### src/htwd_pkg.sv
`default_nettype none
package htwd_pkg;

	localparam int NODE_COUNT = 512;
	localparam int IDX_W      = 9;
	localparam int SYM_W      = 8;
	localparam int BYTE_W     = 8;
	localparam int CNT_W      = 4;
	localparam int MAX_BITS   = 8;
	localparam int ADDR_W     = $clog2(NODE_COUNT);

	localparam logic REQ_LOAD   = 1'b0;
	localparam logic REQ_DECODE = 1'b1;

	typedef struct packed {
		logic [IDX_W-1:0] left;
		logic [IDX_W-1:0] right;
		logic             leaf;
		logic [SYM_W-1:0] sym;
	} node_t;

	typedef struct packed {
		logic load_node;
		logic start_byte;
		logic step;
		logic emit;
		logic flush;
		logic cfg_wr;
	} cmd_t;

	typedef struct packed {
		logic leaf;
		logic bits_left;
		logic pend_v;
		logic out_free;
		logic dec_nonzero;
	} sts_t;

endpackage
`default_nettype wire

### src/htwd_ctrl.sv
`default_nettype none
module htwd_ctrl (
	input  wire logic          clk,
	input  wire logic          arst_n,
	input  wire logic          in_valid,
	input  wire logic          req_type,
	input  wire logic          cfg_valid,
	input  wire htwd_pkg::sts_t sts,
	output htwd_pkg::cmd_t     cmd,
	output logic               in_stall,
	output logic               cfg_ready
);

	typedef enum logic [3:0] {
		ST_IDLE  = 4'b0001,
		ST_FETCH = 4'b0010,
		ST_WALK  = 4'b0100,
		ST_FLUSH = 4'b1000
	} state_t;

	state_t state_q;
	state_t state_d;

	always_ff @(posedge clk or negedge arst_n) begin
		if (!arst_n) begin
			state_q <= ST_IDLE;
		end else begin
			state_q <= state_d;
		end
	end

	always_comb begin
		state_d   = state_q;
		cmd       = '0;
		in_stall  = 1'b1;
		cfg_ready = 1'b0;
		case (state_q)
			ST_IDLE: begin
				in_stall   = 1'b0;
				cfg_ready  = 1'b1;
				cmd.cfg_wr = cfg_valid;
				if (in_valid) begin
					if (req_type == htwd_pkg::REQ_LOAD) begin
						cmd.load_node = 1'b1;
					end else if (sts.dec_nonzero) begin
						cmd.start_byte = 1'b1;
						state_d        = ST_FETCH;
					end
				end
			end
			ST_FETCH: begin
				cmd.step = 1'b1;
				state_d  = ST_WALK;
			end
			ST_WALK: begin
				if (sts.leaf) begin
					if (!sts.pend_v || sts.out_free) begin
						cmd.emit = 1'b1;
						state_d  = sts.bits_left ? ST_FETCH : ST_FLUSH;
					end
				end else if (sts.bits_left) begin
					cmd.step = 1'b1;
				end else begin
					state_d = ST_FLUSH;
				end
			end
			ST_FLUSH: begin
				if (!sts.pend_v) begin
					state_d = ST_IDLE;
				end else if (sts.out_free) begin
					cmd.flush = 1'b1;
					state_d   = ST_IDLE;
				end
			end
			default: begin
				state_d = ST_IDLE;
			end
		endcase
	end

	// an earlier symbol may only be pushed out when the output slot frees up
	a_emit_room: assert property (@(posedge clk) disable iff (!arst_n)
		cmd.emit && sts.pend_v |-> sts.out_free)
		else $error("symbol emitted over a blocked output");

	a_step_bits: assert property (@(posedge clk) disable iff (!arst_n)
		cmd.step |-> sts.bits_left)
		else $error("walk step with no bits left");

	a_idle_drained: assert property (@(posedge clk) disable iff (!arst_n)
		state_q == ST_IDLE |-> !sts.pend_v)
		else $error("pending symbol left behind at idle");

endmodule
`default_nettype wire

### config.mk
export PLATFORM = sky130hd
export DESIGN_NAME = htwd_ctrl
export DESIGN_NICKNAME = d
export VERILOG_FILES = /design/src/htwd_pkg.sv /design/src/htwd_ctrl.sv
export SDC_FILE = /design/constraint.sdc
export NUM_CORES = 1
export LEC_CHECK = 0
export BUFFER_PORTS_ARGS = -buffer_cell sky130_fd_sc_hd__buf_2
export CAP_MARGIN = 20
export CORE_AREA = 2 2 39 41
export DETAILED_ROUTE_END_ITERATION = 10
export DIE_AREA = 0 0 41 43
export GPL_TIMING_DRIVEN = 0
export PLACE_DENSITY = 0.51
export SLEW_MARGIN = 0
export SYNTH_ARGS = -nofsm -noshare
export SYNTH_HDL_FRONTEND = slang
export SYNTH_SLANG_ARGS = --single-unit
### constraint.sdc
create_clock -name clk -period 1.9 [get_ports clk]
set_input_delay 0.19 -clock clk [delete_from_list [all_inputs] [get_ports clk]]
set_output_delay 0.19 -clock clk [all_outputs]
set_load 0.005 [all_outputs]
### After elaboration in Yosys (flattened, before gate mapping)

Cells that the tools add are included.

| cells by class | value |
|---|---|
| multiplexer cells | 27 |
| reduce and logical (&&, ||, !) cells | 3 |
| equal/unequal tests | 10 |

Operators by type and width:

| operator | count |
|---|---|
| 2-to-1 mux 4 bit | 9 |
| one-hot mux 4 bit (4 select lines) | 1 |
| 2-to-1 mux 1 bit | 14 |
| inequality test 3 bit (second input constant) | 3 |
| inequality test 2 bit (second input constant) | 3 |
| AND reduction 6 bit | 1 |
| equality test 4 x 1 -> 1 bit (second input constant) | 1 |
| equality test 4 x 2 -> 1 bit (second input constant) | 1 |
| equality test 4 x 3 -> 1 bit (second input constant) | 1 |
| equality test 4 bit (second input constant) | 1 |
| 2-to-1 mux 2 bit | 2 |
| one-hot mux 1 bit (2 select lines) | 1 |
| zero test 1 bit | 1 |
| logical OR 1 bit | 1 |

| storage, ports and cells | value |
|---|---|
| output and inout bits | 8 |
| logic and storage cells | 41 |
| input port bits | 10 |
| bits in registers | 4 |

### Longest topological paths before layout

Gate-level depths: netlist of the first run.

| depth | value |
|---|---|
| depth in word-level cells | 5 |
| mapped depth | 6 |
| mapped depth without buffers | 6 |

### Least setup slack after synthesis of the first run

Ideal clock, no wire load.

| timing path | value |
|---|---|
| kind | reg-to-reg |
| from | register state_q[3] |
| to | register state_q[3] |
| path slack | 0.375 ns |
| period minus slack after synthesis | 1.525 ns |
| setup time | 0.128 ns |
| path buffers | 0 |
| stages on the path, launching flop included | 5 |
| data arrival time | 1.397 ns |
| required time | 1.772 ns |
| cell sequence | dfrtp_1 nand3b_1 a2111oi_2 nand3b_2 mux2_1 |

| on the way | value |
|---|---|
| word-level cells in the longest chain between the ends | 3 |
| elaborated cells between the ends (all ways) | 12 |
| classes of those cells | eq/ne (10); mux (1); reduce/logical (1) |

Ends and longest elaborated chain:

| what | line | text |
|---|---|---|
| start: declaration | htwd_ctrl.sv:21 | `state_t state_q;` |
| start signal: assignment | htwd_ctrl.sv:28 | `state_q <= state_d;` |
| equality test 4 x 3 -> 1 bit, or another cell as far along | htwd_ctrl.sv:37 | `case (state_q)` |
| inequality test 3 bit (no line) or inequality test 2 bit (tied branches) | - |  |
| AND reduction 6 bit (no line) | - |  |

Parallel ways exist; a longest one is shown, timed or not.
A chain may end at the register's enable or synchronous reset.

==> Implementation_results.wiki, run 1 <==
{| class="wikitable"
! Metric !! Value
|-
| Violation count after the first detailed-route iteration || 0
|-
| Max Clock Freq || slightly below 600 MHz
|-
| DP HPWL || 597 um
|-
| Total setup violations reported at the end of the flow || 0
|-
| Net count, final || 68
|-
| Final critical-path share of the clock period || 88.4%
|-
| Unrepaired setup endpoints after global routing || false
|-
| Critical Setup Path Class || reg2out
|-
| Level count of the clock H-tree || 1
|-
| TritonCTS clock tree || yes
|-
| Number of flip-flops and latches in the synthesized netlist || 4
|-
| Share of Yosys cell area claimed by the top area cell type || 23.3%
|-
| Number of resized instances in the post-cts repair step || 0
|-
| Outcome || completed
|-
| Maximum capacitance violations || 0
|-
| Count of final max-slew check failures || 0
|-
| Mean number of vias per cell || between 4 and 5
|-
| Final-layout setup total negative slack || 0 ns
|-
| Final core utilization || 33.5%
|-
| Mean area per synthesized cell || 9.22 um2
|-
| Max reg flops || 4
|-
| TritonRoute pass-1 iters || 1
|-
| Critical Path Fanout Max || 7
|-
| Slew at the pin with the worst max-slew slack || 0.415 ns
|-
| Global-route wire length before repair || approximately 1200 um
|-
| Root Buffer Master || clkbuf_4
|-
| Area growth from synthesis to layout || 43.8%
|-
| Worst hold start || sts[4]
|-
| Worst Setup Start Kind || flop
|-
| Sum of met2 wire segment lengths after detailed routing || 334 um
|-
| Top-Level Pins || 18
|-
| Instance area after placement || about 430 um2
|-
| Classification of the worst-slack hold path || in2reg
|-
| Horizontal die dimension || 41 um
|-
| Detailed-routing wirelength on met1 || 339 um
|-
| Die ar. || 0.00176 mm2
|-
| Critical path launch point || state_q[1]
|-
| IO buf count || 17
|-
| Initial cell density of the core || a little under a quarter
|-
| Setup ws final || 0.221 ns
|-
| Number of warnings reported in the yosys synthesis log || 0
|-
| Setup WS pre-CTS || 0.233 ns
|-
| Leakage power || 0.220 nW
|-
| Total power per unit cell area || 1300 mW/mm2
|-
| Number of global-route vias before repair || 323
|-
| Cell area after layout || 464 um2
|-
| Post-detailed-routing wire length || ~700 um
|-
| Routed length per instance || between 9 and 10 um
|-
| Final hold slack || 0.260 ns
|-
| Largest net degree at the start of global routing || 8
|-
| Data arrival time of the worst path || 1.49 ns
|-
| Post-CTS Setup Inserts || 0
|-
| Startpoint of the lowest-slack register-to-register path || state_q[3]
|-
| Max_slew headroom || 72.3%
|-
| Clock network latency to the later pin of the worst-skew pair || 0.23 ns
|-
| Count of different cell masters after synthesis || 26
|-
| Detail Route Antenna Nets || 0
|-
| Detailed-route DRC error count || 0
|-
| Registers with the highest flip-flop counts || state_q: 4 flops
|-
| Global router's overall resource usage || 10.1%
|-
| Register name with the most flops || state_q
|-
| Total congestion overflow || 0
|-
| Post-synthesis cell area || roughly 320 um2
|-
| Post-route minimum period || 1.68 ns
|-
| TritonCTS sink count || 4
|-
| Cell type contributing the most total cell area after synthesis || dfrtp_1
|-
| Bufs on Longest Clock Path || 2
|-
| Number of inserted diodes || 0
|-
| Number of antenna violations at the first check in global routing || 0
|-
| Post-synthesis sequential area ratio || roughly a third
|-
| Post-Synthesis Net Count || 45
|-
| Clock Skews || 0.00612 ns
|-
| Top routing layer in use || met3
|-
| Nature of the critical path endpoint || output pin
|-
| Vertical die dimension || 43 um
|-
| Clock buffer count from CTS || 3
|-
| Ranking of synthesized cells by area || dfrtp_1 23%, dfstp_2 8.1%, nand3b_2 7.0%, a2111oi_2 4.7%, nand3b_1 4.7%
|-
| Floorplan row count || 14
|-
| Final Wtd Congestion || about 0.64
|-
| Vias after detailed routing || 329
|-
| Share of cells above drive strength 1 || about half
|-
| Count of mapped cells out of synthesis || 35
|-
| Data required time at the worst endpoint || between 1.5 and 2 ns
|-
| Endpoints failing hold || 0
|-
| Sum of met3 wire segment lengths after detailed routing || 42 um
|-
| Largest vdd supply drop || 0.485 mV
|-
| Clock input transition at the sequential cells of the worst setup and hold paths || 0.04 ns
|-
| Hold_buf cts || 1
|-
| Core area || 0.00138 mm2
|}
-- logic make-up (layout without fill, tap and decap cells) --
kind of cell           count (synthesis)  count (layout)  share of synthesized area [%]
AO/OA/AOI/OAI                          7               7                           16.3
XOR/XNOR                               1               1                           2.71
multiplexers                           1               1                           3.49
buffers and inverters                  2              24                           2.32
AND/OR/NAND/NOR                       20              20                           43.8
flip-flops                             4               4                           31.4
-- final cells by class --
type                    instances  area (um2)
flip-flops and latches          4         101
inverters                       2        7.51
multi-input cells              29         214
fillers                       158         920
well taps                      16        20.0
clock buffers                   4        26.3
repair buffers                 18        95.1
-- final timing paths --
kind,to,slack [ns],cells past startpoint
max,cmd[2],0.22,3
min,state_q[1],0.26,3
max reg2reg,state_q[3],0.22,4
min reg2reg,state_q[3],0.66,1
max in group asynchronous,state_q[0],1.41,2
min in group asynchronous,state_q[1],0.28,2
-- cell usage after synthesis --
cell	instances
a21oi_1	2
nor4_1	1
a211oi_1	1
inv_1	1
nor3b_1	1
dfstp_2	1
and3_2	1
nor4b_2	1
a2111oi_2	1
inv_2	1
o21ai_0	1
nor3_1	1
o21bai_1	1
a21boi_0	1
nand3b_1	2
nand3_1	2
mux2_1	1
nand3b_2	2
nor2_1	1
nand2b_1	2
and4bb_2	1
xor2_1	1
and2_1	1
nor2_2	1
dfrtp_1	3
nand2_1	3
-- critical path, stage by stage (launching register included) --
cell,delay [ns]
dfrtp_1,0.46
nor4b_2,0.45
and3_2,0.24
buf_2,0.10
-- layer usage --
| metal | global-route usage, % | vias up |
|---|---|---|
| li1 | - | 175 |
| met4 | 8.00 | 0 |
| met3 | 1.57 | 0 |
| met1 | 12.1 | 145 |
| met5 | 0 | - |
| met2 | 15.0 | 9 |
-- where the power goes --
| part | leakage (nW) | total (mW) | switching, mW | internal, mW |
|---|---|---|---|---|
| clock | 0.0150 | 0.114 | 0.0348 | 0.0788 |
| combinational | 0.154 | 0.291 | 0.148 | 0.144 |
| sequential | 0.0508 | 0.197 | 0.0679 | 0.129 |
| total | 0.220 | 0.602 | 0.250 | 0.351 |
-- placed cells by master (no fill, tap or decap), drive strengths merged --
cell	netlist	routed
buf	0	17
clkbuf	0	4
nand3b	4	4
nand2	3	3
dfrtp	3	3
nand3	2	2
a21oi	2	2
nand2b	2	2
nor2	2	2
inv	2	2
and4bb	1	1
nor3	1	1
nor4	1	1
nor4b	1	1
and3	1	1
nor3b	1	1
and2	1	1
a21boi	1	1
a2111oi	1	1
mux2	1	1
o21bai	1	1
xor2	1	1
a211oi	1	1
o21ai	1	1
dlygate4sd3	0	1
dfstp	1	1
-- stage by stage --
step | power (mW) | cells
floorplan | 0.380 | 35
global placement | 0.490 | 68
detailed placement | 0.493 | 68
CTS | 0.615 | 73
global route | 0.664 | 73
finish | 0.602 | 73
(Power assumes the default switching activity.)
==> inputs of run 2 (changes only) <==
--- a/config.mk
+++ b/config.mk
@@ -5,7 +5,7 @@
 export SDC_FILE = /design/constraint.sdc
 export NUM_CORES = 1
 export LEC_CHECK = 0
-export BUFFER_PORTS_ARGS = -buffer_cell sky130_fd_sc_hd__buf_2
+export BUFFER_PORTS_ARGS = -buffer_cell sky130_fd_sc_hd__buf_4
 export CAP_MARGIN = 20
 export CORE_AREA = 2 2 39 41
 export DETAILED_ROUTE_END_ITERATION = 10
==> run 2 against run 1 <==
  * Global-route usage fell by 0.41 points
  * Sequential cell count did not move
  * Die area did not move
  * Utilization rose by 3.1 points
  * Design area rose by 9.2%
  * Setup slack improved by 0.013 ns
  * Power rose by 5.4%
  * Register-to-register slack improved by 0.05 ns
  * Sequential share of layout area fell by 1.8 points
  * Clock skew barely moved
  * Fmax rose by 0.79%
  * Wire length fell by 2.8%
  * Critical path type unchanged
  * Largest power group unchanged
==> Implementation_results.wiki, run 2 (synthesis results as in run 1) <==
{| class="wikitable"
! Metric !! Value
|-
| Largest net degree at the start of global routing || 8
|-
| Worst reg2reg path depth || 4
|-
| Cell type group with the largest total delay on the critical path || simple AND/OR/NAND/NOR gates
|-
| Unrepaired setup endpoints after global routing || false
|-
| TritonCTS clock tree || yes
|-
| Core area || 0.00138 mm2
|-
| Most common library cell in the layout ignoring fill and taps || buf_4
|-
| Total setup violations reported at the end of the flow || 0
|-
| Routed length per instance || 9.53 um
|-
| Data required time at the worst endpoint || 1.71 ns
|-
| Leakage power || about 0.23 nW
|-
| Mean number of vias per cell || roughly 4.5
|-
| Max reg flops || 4
|-
| Final-layout setup total negative slack || 0 ns
|-
| Share of cells above drive strength 1 || between 50 and 60%
|-
| Flop2flop setup slack || 0.27 ns
|-
| Floorplan row count || 14
|-
| Post-route minimum period || about 1.7 ns
|-
| Count of final max-slew check failures || 0
|-
| Global router's overall resource usage || 9.67%
|-
| CP peak stage delay || 0.46 ns
|-
| Outcome || completed
|-
| Max_slew headroom || 73.0%
|-
| Clock Skews || 0.00593 ns
|-
| Vias after detailed routing || 325
|-
| Level count of the clock H-tree || 1
|-
| Total area of sequential cells || approximately 100 um2
|-
| Instance area after placement || 470 um2
|-
| Vertical die dimension || 43 um
|-
| Clock buffer count from CTS || 3
|-
| Worst hold start || sts[4]
|-
| Number of inserted diodes || 0
|-
| Register name with the most flops || state_q
|-
| Detailed-route DRC error count || 0
|-
| TritonRoute pass-1 iters || 2
|-
| Total congestion overflow || 0
|-
| Root Buffer Master || clkbuf_4
|-
| Critical Path Fanout Max || 7
|-
| Global-route wire length before repair || 1150 um
|-
| Violation count after the first detailed-route iteration || 5
|-
| Multi-input gate area in the final layout || approximately 210 um2
|-
| Endpoints failing hold || 0
|-
| Area growth from synthesis to layout || 57.0%
|-
| Sequence of cells on the critical path || nor4b_2 -> and3_2 -> buf_4
|-
| Classification of the worst-slack hold path || in2reg
|-
| Cell area after layout || 507 um2
|-
| Post-detailed-routing wire length || 696 um
|-
| Horizontal die dimension || 41 um
|-
| Die ar. || 0.00176 mm2
|-
| Critical path buffer and inverter count || 1
|-
| Bufs on Longest Clock Path || 2
|-
| Startpoint of the lowest-slack register-to-register path || state_q[3]
|-
| Slew at the pin with the worst max-slew slack || 0.404 ns
|-
| Initial cell density of the core || between 20% and 30%
|-
| Endpoint with the worst hold slack || state_q[2]
|-
| Critical Setup Path Class || reg2out
|-
| Max Clock Freq || ~600 MHz
|-
| Clock network latency to the later pin of the worst-skew pair || 0.23 ns
|-
| Most used cells in the layout excluding fill and tap cells || 17 x buf_4, 3 x nand2_1, 3 x clkbuf_4, 3 x dfrtp_1
|-
| Terminus of the critical flop-to-flop path || state_q[3]
|-
| Top-Level Pins || 18
|-
| Largest vdd supply drop || approximately 0.54 mV
|-
| IO buf count || 17
|-
| Final Wtd Congestion || between 0.6 and 0.7
|-
| Number of global-route vias before repair || 294
|-
| Final core utilization || 36.6%
|-
| Total power per unit cell area || 1250 mW/mm2
|-
| Worst Setup Start Kind || flop
|-
| Number of antenna violations at the first check in global routing || 0
|-
| Fill count || between 150 and 200
|-
| Final critical-path share of the clock period || 87.7%
|-
| Worst hold path cell count || 3
|-
| TritonCTS sink count || 4
|-
| Detail Route Antenna Nets || 0
|-
| Clock input transition at the sequential cells of the worst setup and hold paths || 0.04 ns
|-
| Cell with the largest stage delay on the worst path || dfrtp_1
|-
| Data arrival time of the worst path || ~1.5 ns
|-
| Net count, final || 68
|-
| Maximum capacitance violations || 0
|-
| Nature of the critical path endpoint || output pin
|-
| Registers with the highest flip-flop counts || state_q: 4 flops
|-
| DP HPWL || 577 um
|}
run 2: cell types whose count changed in the layout (fill, tap and decap cells not counted):
cell	previous run	this run
buf_2	17	0
buf_4	0	17
run 2: layout make-up:
cell class | instances | share of cell area, %
flip-flops and latches | 4 | 20.0
clock buffers | 4 | 5.19
inverters | 2 | 1.48
multi-input cells | 29 | 42.2
well taps | 16 | 3.95
repair buffers | 18 | 27.2
run 2: what timing repair did:
action | CTS | global route
endpoints found under the setup margin | 0 | 0
hold buffers | 1 | 0
setup buffers | 0 | 0
endpoints found under the hold margin | 4 | 0
resized for setup | 0 | 0
run 2: tightest hold or removal path, delay by kind of cell:
kind            cells  cell delay [ns]
simple gates        1             0.05
compound gates      1             0.07
buf+inv             1             0.13
run 2: worst max-delay path by stage:
stage,start,to,cells after the start
after floorplan,state_q[3],state_q[3],4
after global placement,state_q[3],state_q[3],4
after detailed placement,state_q[1],state_q[3],4
after CTS,state_q[1],cmd[2],3
after global routing,state_q[1],cmd[2],3
final,state_q[1],cmd[2],3
run 2: power breakdown:
part	switching (mW)	internal (mW)	total (mW)
Clock	0.0342	0.0788	0.113
Sequential	0.0648	0.129	0.194
Combinational	0.151	0.177	0.328
Total	0.250	0.385	0.634
run 2: routing by layer:
layer	share of wire, %	GRT usage [%]
met1	46	11.7
met2	47	14.1
met3	6.6	1.57
met4	0	8.00
met5	0	0
run 2: metrics by stage:
step                power, mW  hold slack [ns]  std cells  worst slack, ns
global placement        0.526          -0.0131         68            0.256
floorplan               0.380           -0.106         35            0.375
detailed placement      0.527          -0.0130         68            0.268
global route            0.698            0.279         73           0.0776
CTS                     0.650            0.248         73            0.209
finish                  0.634            0.254         73            0.234
==> inputs of run 3 (changes only) <==
--- a/config.mk
+++ b/config.mk
@@ -5,13 +5,14 @@
 export SDC_FILE = /design/constraint.sdc
 export NUM_CORES = 1
 export LEC_CHECK = 0
+export ABC_AREA = 1
 export BUFFER_PORTS_ARGS = -buffer_cell sky130_fd_sc_hd__buf_4
 export CAP_MARGIN = 20
 export CORE_AREA = 2 2 39 41
 export DETAILED_ROUTE_END_ITERATION = 10
 export DIE_AREA = 0 0 41 43
 export GPL_TIMING_DRIVEN = 0
-export PLACE_DENSITY = 0.51
+export PLACE_DENSITY = 0.5
 export SLEW_MARGIN = 0
 export SYNTH_ARGS = -nofsm -noshare
 export SYNTH_HDL_FRONTEND = slang
==> run 3 against run 2 <==
  * Clock skew decreased by 0.0037 ns
  * Wire length increased by 7.0%
  * Setup slack improved by 0.051 ns
  * Final cell count increased by 21%
  * Global-route usage increased by 0.61 points
  * First-iteration DRC count increased by 80%
  * Power decreased by 1.1%
  * Sequential power decreased by 24%
  * Clock power increased by 4%
  * Count of clock-buffer cells in the layout unchanged
  * Area after synthesis decreased by 4.7%
  * Critical endpoint is now cmd[5]
  * Largest power group unchanged
==> Implementation_results.wiki, run 3 <==
{| class="wikitable"
! Metric !! Value
|-
| Share of Yosys cell area claimed by the top area cell type || 24.4%
|-
| Number of resized instances in the post-cts repair step || 0
|-
| Register name with the most flops || state_q
|-
| Total congestion overflow || 0
|-
| Final-layout setup total negative slack || 0 ns
|-
| Horizontal die dimension || 41 um
|-
| Outcome || completed
|-
| DP HPWL || ~630 um
|-
| Cell with the largest stage delay on the worst path || dfstp_2
|-
| Number of inserted diodes || 0
|-
| Placed cells || 83
|-
| Max Clock Freq || around 620 MHz
|-
| Number of global-route vias before repair || 335
|-
| Leakage power || 0.287 nW
|-
| Core area || 0.00138 mm2
|-
| Critical Path Fanout Max || 6
|-
| Count of final max-slew check failures || 0
|-
| Number of flip-flops and latches in the synthesized netlist || 4
|-
| Synth cell count leaders || 11 x nand2_1, 10 x nor2_1, 9 x nand3_1, 6 x inv_1, 3 x dfrtp_1
|-
| Endpoints failing hold || 0
|-
| Largest vdd supply drop || roughly 0.35 mV
|-
| Nature of the critical path endpoint || output pin
|-
| Max reg flops || 4
|-
| Cell type contributing the most total cell area after synthesis || dfrtp_1
|-
| Count of different cell masters after synthesis || 13
|-
| Number of flops mapped to enable cells by yosys || 0
|-
| Sequence of cells on the critical path || inv_1 -> nor2_1 -> nand2_2 -> nor3b_1 -> buf_4
|-
| Total power per unit cell area || 1280 mW/mm2
|-
| Total setup violations reported at the end of the flow || 0
|-
| Dominant cell by count in the synthesized netlist || nand2_1
|-
| Routed length per instance || 8.47 um
|-
| Clock Skews || 0.00221 ns
|-
| TritonRoute pass-1 iters || 4
|-
| Data arrival time of the worst path || 1.42 ns
|-
| Classification of the worst-slack hold path || in2reg
|-
| Most common library cell in the layout ignoring fill and taps || buf_4
|-
| Final critical-path share of the clock period || 85.0%
|-
| Slew at the pin with the worst max-slew slack || between 0.2 and 0.25 ns
|-
| Die ar. || 0.00176 mm2
|-
| Count of mapped cells out of synthesis || 50
|-
| Mean area per synthesized cell || 6.16 um2
|-
| Registers with the highest flip-flop counts || state_q: 4 flops
|-
| Hold_buf cts || 1
|-
| Largest net degree at the start of global routing || 7
|-
| Final Wtd Congestion || 0.735
|-
| Detailed-route DRC error count || 0
|-
| Detail Route Antenna Nets || 0
|-
| Global-route wire length before repair || 1220 um
|-
| Net count, final || 83
|-
| Floorplan row count || 14
|-
| Number of warnings reported in the yosys synthesis log || 0
|-
| Area growth from synthesis to layout || 59.8%
|-
| Instance area after placement || approximately 460 um2
|-
| Post-synthesis cell area || 308 um2
|-
| Post-route minimum period || 1.61 ns
|-
| Global router's overall resource usage || about a tenth
|-
| Post-CTS Setup Inserts || 0
|-
| Number of antenna violations at the first check in global routing || 0
|-
| Flop2flop setup slack || 0.68 ns
|-
| Mean number of vias per cell || 4.38
|-
| Filler-free cell count of the finished design || 88
|-
| TritonCTS sink count || 4
|-
| Clock buffer count from CTS || 3
|-
| Clock network latency to the later pin of the worst-skew pair || 0.24 ns
|-
| Post-Synthesis Net Count || 60
|-
| Initial cell density of the core || between 20% and 30%
|-
| Share of async-settable or async-resettable flops after synthesis || 100%
|-
| Critical path buffer and inverter count || 2
|-
| Bufs on Longest Clock Path || 2
|-
| Ranking of synthesized cells by area || dfrtp_1 24%, nand3_1 15%, nand2_1 13%, nor2_1 12%, dfstp_2 8.5%
|-
| Root Buffer Master || clkbuf_4
|-
| Cell area after layout || just under 500 um2
|-
| Most used cells in the layout excluding fill and tap cells || 17 x buf_4, 11 x nand2_1, 10 x nor2_1
|-
| Max_slew headroom || a little over four fifths
|-
| Worst Setup Start Kind || flop
|-
| Top-Level Pins || 18
|-
| Share of cells above drive strength 1 || 37.5%
|-
| Vertical die dimension || ~43 um
|-
| Post-detailed-routing wire length || between 700 and 800 um
|-
| Total power after layout || 628 uW
|-
| Clock input transition at the sequential cells of the worst setup and hold paths || 0.04 ns
|-
| CP peak stage delay || 0.53 ns
|-
| IO buf count || 17
|-
| Level count of the clock H-tree || 1
|-
| Critical Setup Path Class || reg2out
|-
| TritonCTS clock tree || yes
|-
| Vias after detailed routing || 385
|-
| Data required time at the worst endpoint || 1.71 ns
|-
| Post-synthesis sequential area ratio || 32.9%
|-
| Predominant post-synthesis flop cell || dfrtp_1
|-
| Unrepaired setup endpoints after global routing || false
|-
| Final core utilization || 35.5%
|-
| Violation count after the first detailed-route iteration || 9
|-
| Cell type group with the largest total delay on the critical path || flip-flops
|-
| Maximum capacitance violations || 0
|}
[run 3: cell count changes after synthesis, sizes merged, moves of 2 or more]
cell	previous run	this run
nor2	2	12
nand3b	4	0
nand4	0	2
inv	2	8
nand2	3	12
nand3	2	9
nand2b	2	0
[run 3: per-layer routing]
metal  up-vias  GRT usage [%]  share of wire [%]
met5         -              0                  0
met4         0           6.00                2.4
met3         2           1.57                7.8
met2        15           16.9                 46
met1       165           11.7                 43
li1        203              -                  -
[run 3: power by group]
part	switching, mW	internal [mW]	total (mW)
Sequential	0.0215	0.125	0.147
Combinational	0.204	0.159	0.363
Clock	0.0388	0.0791	0.118
Total	0.265	0.363	0.628
[run 3: kinds of logic (layout without fill, tap and decap cells)]
logic type | after synthesis | count (layout) | synth area share [%]
AOI/OAI and AO/OA | 2 | 2 | 4.47
buffers and inverters | 8 | 30 | 9.76
DFF | 4 | 4 | 32.9
and+or+nand+nor | 36 | 36 | 52.8
[run 3: tightest hold or removal path, stage by stage]
cell and delay (ns):
buf_4 0.10, nand4_1 0.09, nand3_1 0.07
[run 3: cell type report]
class	instances	area, um2
Timing Repair Buffer	18	138
Clock buffer	4	26.3
Sequential cell	4	101
Tap cell	16	20.0
Multi-Input combinational cell	38	176
Inverter	8	30.0
Fill cell	152	892
[run 3: final timing paths]
check,from,to,cells past startpoint
max,state_q[0],cmd[5],5
min reg2reg,state_q[2],state_q[0],3
max in group asynchronous,arst_n,state_q[0],2
min,sts[4],state_q[2],3
max reg2reg,state_q[0],state_q[3],7
min in group asynchronous,arst_n,state_q[1],2
[run 3: through the flow]
stage / hold slack, ns / worst slack (ns)
final: 0.258 / 0.285
after global routing: 0.273 / 0.154
after CTS: 0.258 / 0.266
after detailed placement: -0.0128 / 0.529
after global placement: -0.0131 / 0.537
after floorplan: -0.106 / 0.673
